### src/sv/icmp_chk_pkg.sv
`default_nettype none

package icmp_chk_pkg;

    localparam int unsigned BYTE_W   = 8;
    localparam int unsigned WORD_W   = 16;
    localparam int unsigned CFG_IDX_W = 8;
    localparam int unsigned CFG_DATA_W = 16;

    localparam logic [WORD_W-1:0] HEADER_LEN   = 16'd8;
    localparam logic [WORD_W-1:0] SUM_ALL_ONES = 16'hFFFF;
    localparam logic [WORD_W-1:0] COUNT_MAX    = 16'hFFFF;

    localparam logic [CFG_IDX_W-1:0] REG_MATCH_IDENT = 8'd0;
    localparam logic [CFG_IDX_W-1:0] REG_MATCH_SEQ   = 8'd1;

    localparam logic [2:0] POS_TYPE     = 3'd0;
    localparam logic [2:0] POS_CODE     = 3'd1;
    localparam logic [2:0] POS_ID_HI    = 3'd4;
    localparam logic [2:0] POS_ID_LO    = 3'd5;
    localparam logic [2:0] POS_SEQ_HI   = 3'd6;
    localparam logic [2:0] POS_SEQ_LO   = 3'd7;

    typedef struct packed {
        logic [WORD_W-1:0] match_ident;
        logic [WORD_W-1:0] match_seq;
    } cfg_t;

    typedef struct packed {
        logic              accepted;
        logic [WORD_W-1:0] payload_len;
    } result_t;

    function automatic logic [WORD_W-1:0] add_ones(input logic [WORD_W-1:0] a,
                                                    input logic [WORD_W-1:0] b);
        logic [WORD_W:0] s;
        s = {1'b0, a} + {1'b0, b};
        return s[WORD_W-1:0] + {{(WORD_W-1){1'b0}}, s[WORD_W]};
    endfunction

endpackage

`default_nettype wire

### src/sv/icmp_chk_core.sv
`default_nettype none

module icmp_chk_core (
    input  wire logic                            aclk,
    input  wire logic                            aresetn,
    input  wire logic                            in_fire,
    input  wire logic [icmp_chk_pkg::BYTE_W-1:0] msg_byte,
    input  wire logic                            is_final,
    input  wire icmp_chk_pkg::cfg_t              cfg,
    output logic                                 res_valid,
    output icmp_chk_pkg::result_t                res
);

    logic [icmp_chk_pkg::WORD_W-1:0] byte_count_reg, byte_count_next;
    logic                            count_overflow_reg, count_overflow_next;
    logic [icmp_chk_pkg::WORD_W-1:0] ones_sum_reg, ones_sum_next;
    logic                            header_match_reg, header_match_next;
    logic [icmp_chk_pkg::WORD_W-1:0] addend;
    logic [icmp_chk_pkg::BYTE_W-1:0] want;
    logic                            ok;

    assign addend = byte_count_reg[0] ? {8'h00, msg_byte} : {msg_byte, 8'h00};

    always_comb begin
        unique case (byte_count_reg[2:0])
            icmp_chk_pkg::POS_TYPE:   want = '0;
            icmp_chk_pkg::POS_CODE:   want = '0;
            icmp_chk_pkg::POS_ID_HI:  want = cfg.match_ident[15:8];
            icmp_chk_pkg::POS_ID_LO:  want = cfg.match_ident[7:0];
            icmp_chk_pkg::POS_SEQ_HI: want = cfg.match_seq[15:8];
            icmp_chk_pkg::POS_SEQ_LO: want = cfg.match_seq[7:0];
            default:                  want = msg_byte;
        endcase
    end

    always_comb begin
        ones_sum_next       = icmp_chk_pkg::add_ones(ones_sum_reg, addend);
        header_match_next   = header_match_reg;
        byte_count_next     = byte_count_reg;
        count_overflow_next = count_overflow_reg;
        if (!count_overflow_reg && byte_count_reg < icmp_chk_pkg::HEADER_LEN
            && msg_byte != want) begin
            header_match_next = 1'b0;
        end
        if (byte_count_reg == icmp_chk_pkg::COUNT_MAX) begin
            count_overflow_next = 1'b1;
        end else begin
            byte_count_next = byte_count_reg + 16'd1;
        end
    end

    assign ok = !count_overflow_next && byte_count_next >= icmp_chk_pkg::HEADER_LEN
                && header_match_next && ones_sum_next == icmp_chk_pkg::SUM_ALL_ONES;

    assign res_valid       = in_fire && is_final;
    assign res.accepted    = ok;
    assign res.payload_len = ok ? byte_count_next - icmp_chk_pkg::HEADER_LEN : '0;

    always_ff @(posedge aclk) begin
        if (!aresetn) begin
            byte_count_reg     <= '0;
            count_overflow_reg <= 1'b0;
            ones_sum_reg       <= '0;
            header_match_reg   <= 1'b1;
        end else if (in_fire) begin
            if (is_final) begin
                byte_count_reg     <= '0;
                count_overflow_reg <= 1'b0;
                ones_sum_reg       <= '0;
                header_match_reg   <= 1'b1;
            end else begin
                byte_count_reg     <= byte_count_next;
                count_overflow_reg <= count_overflow_next;
                ones_sum_reg       <= ones_sum_next;
                header_match_reg   <= header_match_next;
            end
        end
    end

    a_clear_after_final: assert property (@(posedge aclk) disable iff (!aresetn)
        in_fire && is_final |=> byte_count_reg == '0 && ones_sum_reg == '0
        && header_match_reg && !count_overflow_reg)
        else $error("Message state was not cleared after the final byte.");

    a_overflow_saturates: assert property (@(posedge aclk) disable iff (!aresetn)
        count_overflow_reg |-> byte_count_reg == icmp_chk_pkg::COUNT_MAX)
        else $error("Overflow flag set without a saturated byte count.");

    a_reject_short: assert property (@(posedge aclk) disable iff (!aresetn)
        res_valid && byte_count_reg < 16'd7 |-> !res.accepted)
        else $error("A message shorter than the header was accepted.");

endmodule

`default_nettype wire

### config.mk
export PLATFORM = sky130hd
export DESIGN_NAME = icmp_chk_core
export DESIGN_NICKNAME = d
export VERILOG_FILES = /design/src/sv/icmp_chk_pkg.sv /design/src/sv/icmp_chk_core.sv
export SDC_FILE = /design/constraint.sdc
export NUM_CORES = 1
export LEC_CHECK = 0
export BUFFER_PORTS_ARGS = -buffer_cell sky130_fd_sc_hd__buf_2
export CORE_ASPECT_RATIO = 1.25
export CORE_MARGIN = 5
export CORE_UTILIZATION = 55
export CTS_CLUSTER_SIZE = 40
export DETAILED_ROUTE_END_ITERATION = 8
export PLACE_DENSITY = 0.87
export SYNTH_ARGS = -nofsm -noshare
export SYNTH_HDL_FRONTEND = slang
export SYNTH_SLANG_ARGS = --single-unit
export TNS_END_PERCENT = 5
### constraint.sdc
create_clock -name aclk -period 6.7 [get_ports aclk]
set_clock_uncertainty 0.2 [all_clocks]
set_input_delay 0 -clock aclk [delete_from_list [all_inputs] [get_ports aclk]]
set_output_delay 0 -clock aclk [all_outputs]
set_load 0.02 [all_outputs]
==> impl_metrics.ini, run 1 <==
[route]
drtPass1Iterations = 5
drtAntennaViolNets = 0
route.detailed.drc = 0
vias = 4663
avgRoutedWirePerCell_um = 18.3
drt_iter0_markers = 402
wirelength_mm = 12.7
vias_per_cell = 6.71

[worst_setup_path]
r2r-end = ones_sum_reg[15]
max_stage_delay_ns = 0.45
crit_chain = clkinv_1 -> nor2_1 -> ha_1 -> inv_1 -> fa_1 -> and2b_1 -> o21ai_4 -> a211oi_1 -> a21o_1 -> a21oi_1 -> o21bai_1 -> a21o_1 -> ha_1 -> nor2b_1 -> nand4_1 -> or2_0 -> o311ai_4 -> o211ai_4 -> a2111oi_1 -> buf_2
worst-endpoint-arrival_ns = 5.73
crit_family = compound AO/OA/AOI/OAI gates
critical_path_class = reg -> out
critPathMaxFanout = 17
cp.buffers_inverters = 3
r2r-start = byte_count_reg[0]
rrSetupSlack_ns = 1.48
crit_slowest_cell = a2111oi_1
worst_setup_path_start_kind = flop
cp-end-kind = output port
worst-endpoint-required_ns = 6.50
reg2reg_depth = 20

[die]
die_x_um = 88.9
initial_core_util_pct = 55.6
ios = 62
die_area_um2 = 9660
row_count = 36
core_area_um2 = 7700
die_h_um = 109

[synth]
syn_area_um2 = 4280
synth_cell_types = 85
syn_nets = 630
syn_avg_cell_area_um2 = 7.63
yosysSeqAreaShare_pct = 15.9
synth_area_leaders = dfxtp_1 16%, ha_1 7.0%, a21oi_1 4.9%, nor2_1 4.6%, a22oi_1 3.7%
ys.flop_type = dfxtp_1
synthArstFlopShare_pct = 0
syn_inst = 561
synth_edf_count = 0
synth.yosys.warnings = 0
ys_ff_latch = 34
yosys.area.top_type = dfxtp_1
synth_top_area_share_pct = 15.9

[placement]
place.gp.congestion = 0.928
dpl_worst_slack_ns = 1.18
dpl.hpwl_mm = 9.61
dp.cells = 685
postPlaceCellArea_um2 = 4550
port_buffers = 61

[clock_tree]
clock_latency_ns = 0.30
clockBufferDepth = 2
cts_buffers = 5
cts.sink_count = 34
cts.clk_slew.worst_paths_ns = 0.07
cts_setup_buffers = 0
cts_resized = 0
tritoncts = yes
ctsRootBufferMaster = clkbuf_8
postCtsHoldBufs = 2
cts.htree.levels = 2

[final_layout]
final_util_pct = 60.5
nFillCells = 667
nNetsFinal = 668
antennaDiodeCount = 0
fin_cells = 695
layout_commonest_cell = buf_2
syn_to_final_growth_pct = 8.85
final_design_area_no_fill_um2 = 4660
drive_above_1_share_pct = 18.0
layout_common_cells = 61 x buf_2, 53 x nor2_1, 42 x a21oi_1

[sta]
fmax_ghz = 0.169
final_max_slew_viol_count = 0
fin_tns_setup_ns = 0
period_needed_ns = 5.93
max_slew_margin_pct = 23.4
tightest_slew_ns = 1.15
rsz0062_at_grt = no
setup_ws_ns = 0.767
setup_viol = 0
hold_violations = 0
min_period_over_period_pct = 88.6

[pwr]
ir_drop_mv = 0.0758
pwr_density_cell_nw_per_um2 = 119
cellLeakagePower_nw = 1.84

[global_route]
overflow = 0
grt_pass1_vias = 4478
antenna_found_initial = 0
grt_max_degree = 35
grt_usage_pct = 26.2
grt_first_pass_wirelength_mm = 20.4

[hold_path]
hold_end = ones_sum_reg[5]
hold-path-cell-count = 2
hold_path_class = in -> reg
worst_hold_startpoint = aresetn

[flow_run]
drv_cap = 0

[run_status]
status = completed
==> where the power goes <==
| group | internal (mW) | leakage (nW) | switching [mW] |
|---|---|---|---|
| Combinational | 0.0690 | 1.51 | 0.111 |
| Sequential | 0.207 | 0.275 | 0.00322 |
| Clock | 0.0831 | 0.0482 | 0.0829 |
| Total | 0.359 | 1.84 | 0.197 |
==> cells by family after synthesis <==
logic type	share of synthesized area (%)
and+or+nand+nor	29.5
xor gates and xnor gates	6.69
AOI/OAI and AO/OA	32.9
DFF	15.9
adders and majority gates	7.48
buffers and inverters	6.11
muxes	1.46
==> worst max-delay path by stage <==
stage / from / end / cells after the start
2_1_floorplan: byte_count_reg[0] / res[1] / 19
3_3_place_gp: byte_count_reg[0] / res[1] / 20
3_5_place_dp: byte_count_reg[0] / res[1] / 20
4_1_cts: byte_count_reg[0] / res[1] / 20
5_1_grt: byte_count_reg[0] / res[1] / 20
6_report: byte_count_reg[0] / res[1] / 20
==> per-stage QoR <==
| step | power, mW | hold slack, ns |
|---|---|---|
| finish | 0.556 | 0.0148 |
| global route | 0.576 | 0.0533 |
| CTS | 0.551 | 0.0120 |
| detailed placement | 0.389 | 0.202 |
| global placement | 0.383 | 0.190 |
| floorplan | 0.340 | -0.0674 |
==> synth_stat cells (all sizes together), types with 4 or more instances <==
cell	number
inv	21
or3	4
o21bai	4
dfxtp	34
o21ai	20
nand2	28
or2	4
nor2	53
a22oi	21
nor3	19
nand2b	7
nand3	22
ha	24
and2	12
a21o	8
nand4	13
nor3b	4
o31ai	4
xor2	12
a21boi	5
nor4	18
a21oi	42
xnor2	19
o22ai	6
a211oi	15
o21a	5
a2111oi	6
clkbuf	15
nor2b	24
buf	20
a22o	6
o211ai	5
mux2i	4
o211a	8
==> cell type report <==
class | instances | area, um2 | share of cell area, %
inverters | 22 | 82.6 | 1.77
multi-input cells | 470 | 3340 | 71.7
clock inverters | 1 | 5.00 | 0.107
repair buffers | 66 | 348 | 7.46
well taps | 95 | 119 | 2.55
flip-flops and latches | 34 | 681 | 14.6
clock buffers | 7 | 86.3 | 1.85
==> layer usage <==
| metal | global-route usage [%] | vias up | wire, um |
|---|---|---|---|
| met4 | 16.6 | 0 | 694 |
| met5 | 0 | - | 0 |
| met1 | 31.0 | 2198 | 4910 |
| li1 | - | 2192 | - |
| met3 | 2.49 | 60 | 750 |
| met2 | 44.5 | 213 | 6350 |
Power figures use the tool's default switching activity.
==> inputs of run 2 (changes only) <==
--- a/config.mk
+++ b/config.mk
@@ -5,13 +5,14 @@
 export SDC_FILE = /design/constraint.sdc
 export NUM_CORES = 1
 export LEC_CHECK = 0
+export ABC_AREA = 1
 export BUFFER_PORTS_ARGS = -buffer_cell sky130_fd_sc_hd__buf_2
 export CORE_ASPECT_RATIO = 1.25
 export CORE_MARGIN = 5
-export CORE_UTILIZATION = 55
+export CORE_UTILIZATION = 59
 export CTS_CLUSTER_SIZE = 40
 export DETAILED_ROUTE_END_ITERATION = 8
-export PLACE_DENSITY = 0.87
+export PLACE_DENSITY = 0.92
 export SYNTH_ARGS = -nofsm -noshare
 export SYNTH_HDL_FRONTEND = slang
 export SYNTH_SLANG_ARGS = --single-unit
==> run 2 against run 1 <==
Net effect:
- first-iteration DRC count shrank 8.5%
- critical path type unchanged
- largest cell class unchanged
- die area decreased by 7.8%
- power down 11%
- cell count grew 30%
- clock-buffer cell count stayed put
- combinational power down 32%
- synthesized area is 2.1% lower
==> impl_metrics.ini, run 2 <==
[run_status]
status = completed

[clock_tree]
tritoncts = yes
cts.sink_count = 34
cts.clk_slew.worst_paths_ns = 0.07
clock_latency_ns = 0.29
cts.htree.levels = 2
clockBufferDepth = 2
cts_buffers = 5
cts_resized = 0
ctsRootBufferMaster = clkbuf_8

[synth]
syn_avg_cell_area_um2 = 5.53
synthTopCellsByCount = 289 x nand2_1, 104 x inv_1, 68 x nor2_1, 64 x nand3_1, 44 x a21oi_1
synth_top_area_share_pct = 25.9
ys_ff_latch = 34
synthArstFlopShare_pct = 0
synth_area_leaders = nand2_1 26%, dfxtp_1 16%, inv_1 9.3%, nand3_1 7.6%, ha_1 7.2%
yosysSeqAreaShare_pct = 16.2
syn_nets = 828
ys.flop_type = dfxtp_1
synth_most_common_cell = nand2_1
synth_edf_count = 0
synth.yosys.warnings = 0
synth_cell_types = 33
yosys.area.top_type = nand2_1
syn_inst = 759
syn_area_um2 = 4190

[die]
initial_core_util_pct = 60.5
core_area_um2 = 6930
row_count = 34
die_h_um = 104
die_area_um2 = 8910
ios = 62
die_x_um = 85.4

[worst_setup_path]
worst-endpoint-arrival_ns = 4.74
cp-end-kind = output port
r2r-end = ones_sum_reg[15]
r2r-start = byte_count_reg[0]
worst_setup_path_start_kind = flop
rrSetupSlack_ns = 2.60
critPathMaxFanout = 22
max_stage_delay_ns = 0.77
crit_slowest_cell = dfxtp_1
worst-endpoint-required_ns = 6.50
critical_path_class = reg -> out
reg2reg_depth = 26
crit_top_cell = nand2_1

[flow_run]
drv_cap = 0

[route]
vias = 4935
drtAntennaViolNets = 0
avgRoutedWirePerCell_um = 13.3
wirelength_mm = 12.0
route.detailed.drc = 0
drt_iter0_markers = 368
drtPass1Iterations = 6
vias_per_cell = 5.47

[hold_path]
hold_path_class = in -> reg
worst_hold_startpoint = msg_byte[6]
hold_end = header_match_reg
hold-path-cell-count = 8

[placement]
dpl.hpwl_mm = 9.66
place.gp.congestion = 0.977
port_buffers = 61

[sta]
period_needed_ns = 4.94
final_max_slew_viol_count = 0
setup_viol = 0
fin_tns_setup_ns = 0
min_period_over_period_pct = 73.7
max_slew_margin_pct = 27.3
rsz0062_at_grt = no
fmax_ghz = 0.203
hold_violations = 0
tightest_slew_ns = 1.09

[global_route]
gr-usage-met3_pct = 3.41
grt_first_pass_wirelength_mm = 20.1
grt_pass1_vias = 4563
grt_busiest_layer = met2
antenna_found_initial = 0
grt_usage_pct = 26.9
grt_util_met1_pct = 29.3
grt_max_degree = 35
grt.met2_usage_pct = 49.3
overflow = 0

[final_layout]
layout_common_cells = 289 x nand2_1, 104 x inv_1, 67 x nor2_1
antennaDiodeCount = 0
syn_to_final_growth_pct = 10.8
layout_commonest_cell = nand2_1
drive_above_1_share_pct = 14.1
nNetsFinal = 881

[pwr]
pwr_density_cell_nw_per_um2 = 106
ir_drop_mv = 0.131
power.total_uw = 493
cellLeakagePower_nw = 2.65
==> run 2: cell count changes in the layout (fill, tap and decap cells not counted), sizes merged, moves of 14 or more <==
| cell | change |
|---|---|
| nand2 | +270 |
| a211oi | -15 |
| nor2b | -24 |
| a22oi | -21 |
| nand3 | +46 |
| inv | +86 |
| xnor2 | -14 |
| nor2 | +29 |
| nor4 | -16 |
==> run 2: stage by stage <==
stage / util (%) / hold slack [ns] / area [um2] / setup WS, ns / instances
3_5_place_dp: 65.3 / 0.127 / 4530 / 2.12 / 892
6_report: 67.0 / 0.122 / 4650 / 1.76 / 903
4_1_cts: 67.0 / 0.135 / 4650 / 1.79 / 903
2_1_floorplan: - / -0.0704 / 4190 / 2.70 / 759
3_3_place_gp: 65.3 / 0.114 / 4530 / 2.36 / 892
5_1_grt: 67.0 / 0.175 / 4650 / 1.22 / 903
==> run 2: cell type report <==
cell class	instances	area [um2]
Multi-Input combinational cell	598	3020
Fill cell	664	2290
Sequential cell	34	681
Inverter	108	405
Timing Repair Buffer	65	343
Tap cell	90	113
Clock buffer	7	86.3
Clock inverter	1	5.00
==> run 2: layer usage <==
metal | vias to the layer above | part of all wire, %
met5 | - | 0
met4 | 0 | 4.6
met2 | 169 | 53
li1 | 2474 | -
met1 | 2252 | 38
met3 | 40 | 4.7
==> run 2: cells by family (layout without fill, tap and decap cells) <==
group           after synthesis  count (layout)  synth area share, %
xor+xnor                     25              25                 5.22
fa+ha+maj                    25              25                 7.64
simple gates                491             491                 52.1
buf+inv                     127             181                 11.9
flops                        34              34                 16.2
compound gates               57              57                 6.92
==> run 2: worst max-delay path by stage <==
stage | start | end | slack [ns] | cells past startpoint
2_1_floorplan | byte_count_reg[0] | res[0] | 2.70 | 24
3_3_place_gp | byte_count_reg[0] | res[2] | 2.36 | 26
3_5_place_dp | byte_count_reg[0] | res[5] | 2.12 | 26
4_1_cts | byte_count_reg[0] | res[5] | 1.79 | 26
5_1_grt | byte_count_reg[0] | res[5] | 1.22 | 26
6_report | byte_count_reg[0] | res[5] | 1.76 | 26
==> run 2: report_power, final <==
part	internal [mW]	switching [mW]
logic	0.0421	0.0804
registers	0.206	0.00495
clock network	0.0829	0.0767
total	0.331	0.162
==> run 2: what timing repair did <==
action                                 in CTS  in global routing
hold buffers                                3                  0
endpoints found under the hold margin       2                  0
setup buffers                               0                  0
==> run 2: worst max-delay path, delay by kind of cell (launching register included) <==
kind,cells,cell delay [ns]
AND/OR/NAND/NOR,17,2.15
flip-flops,1,0.77
adder cells (fa/ha/maj),3,0.76
buffers and inverters,4,0.50
AO/OA/AOI/OAI,2,0.27
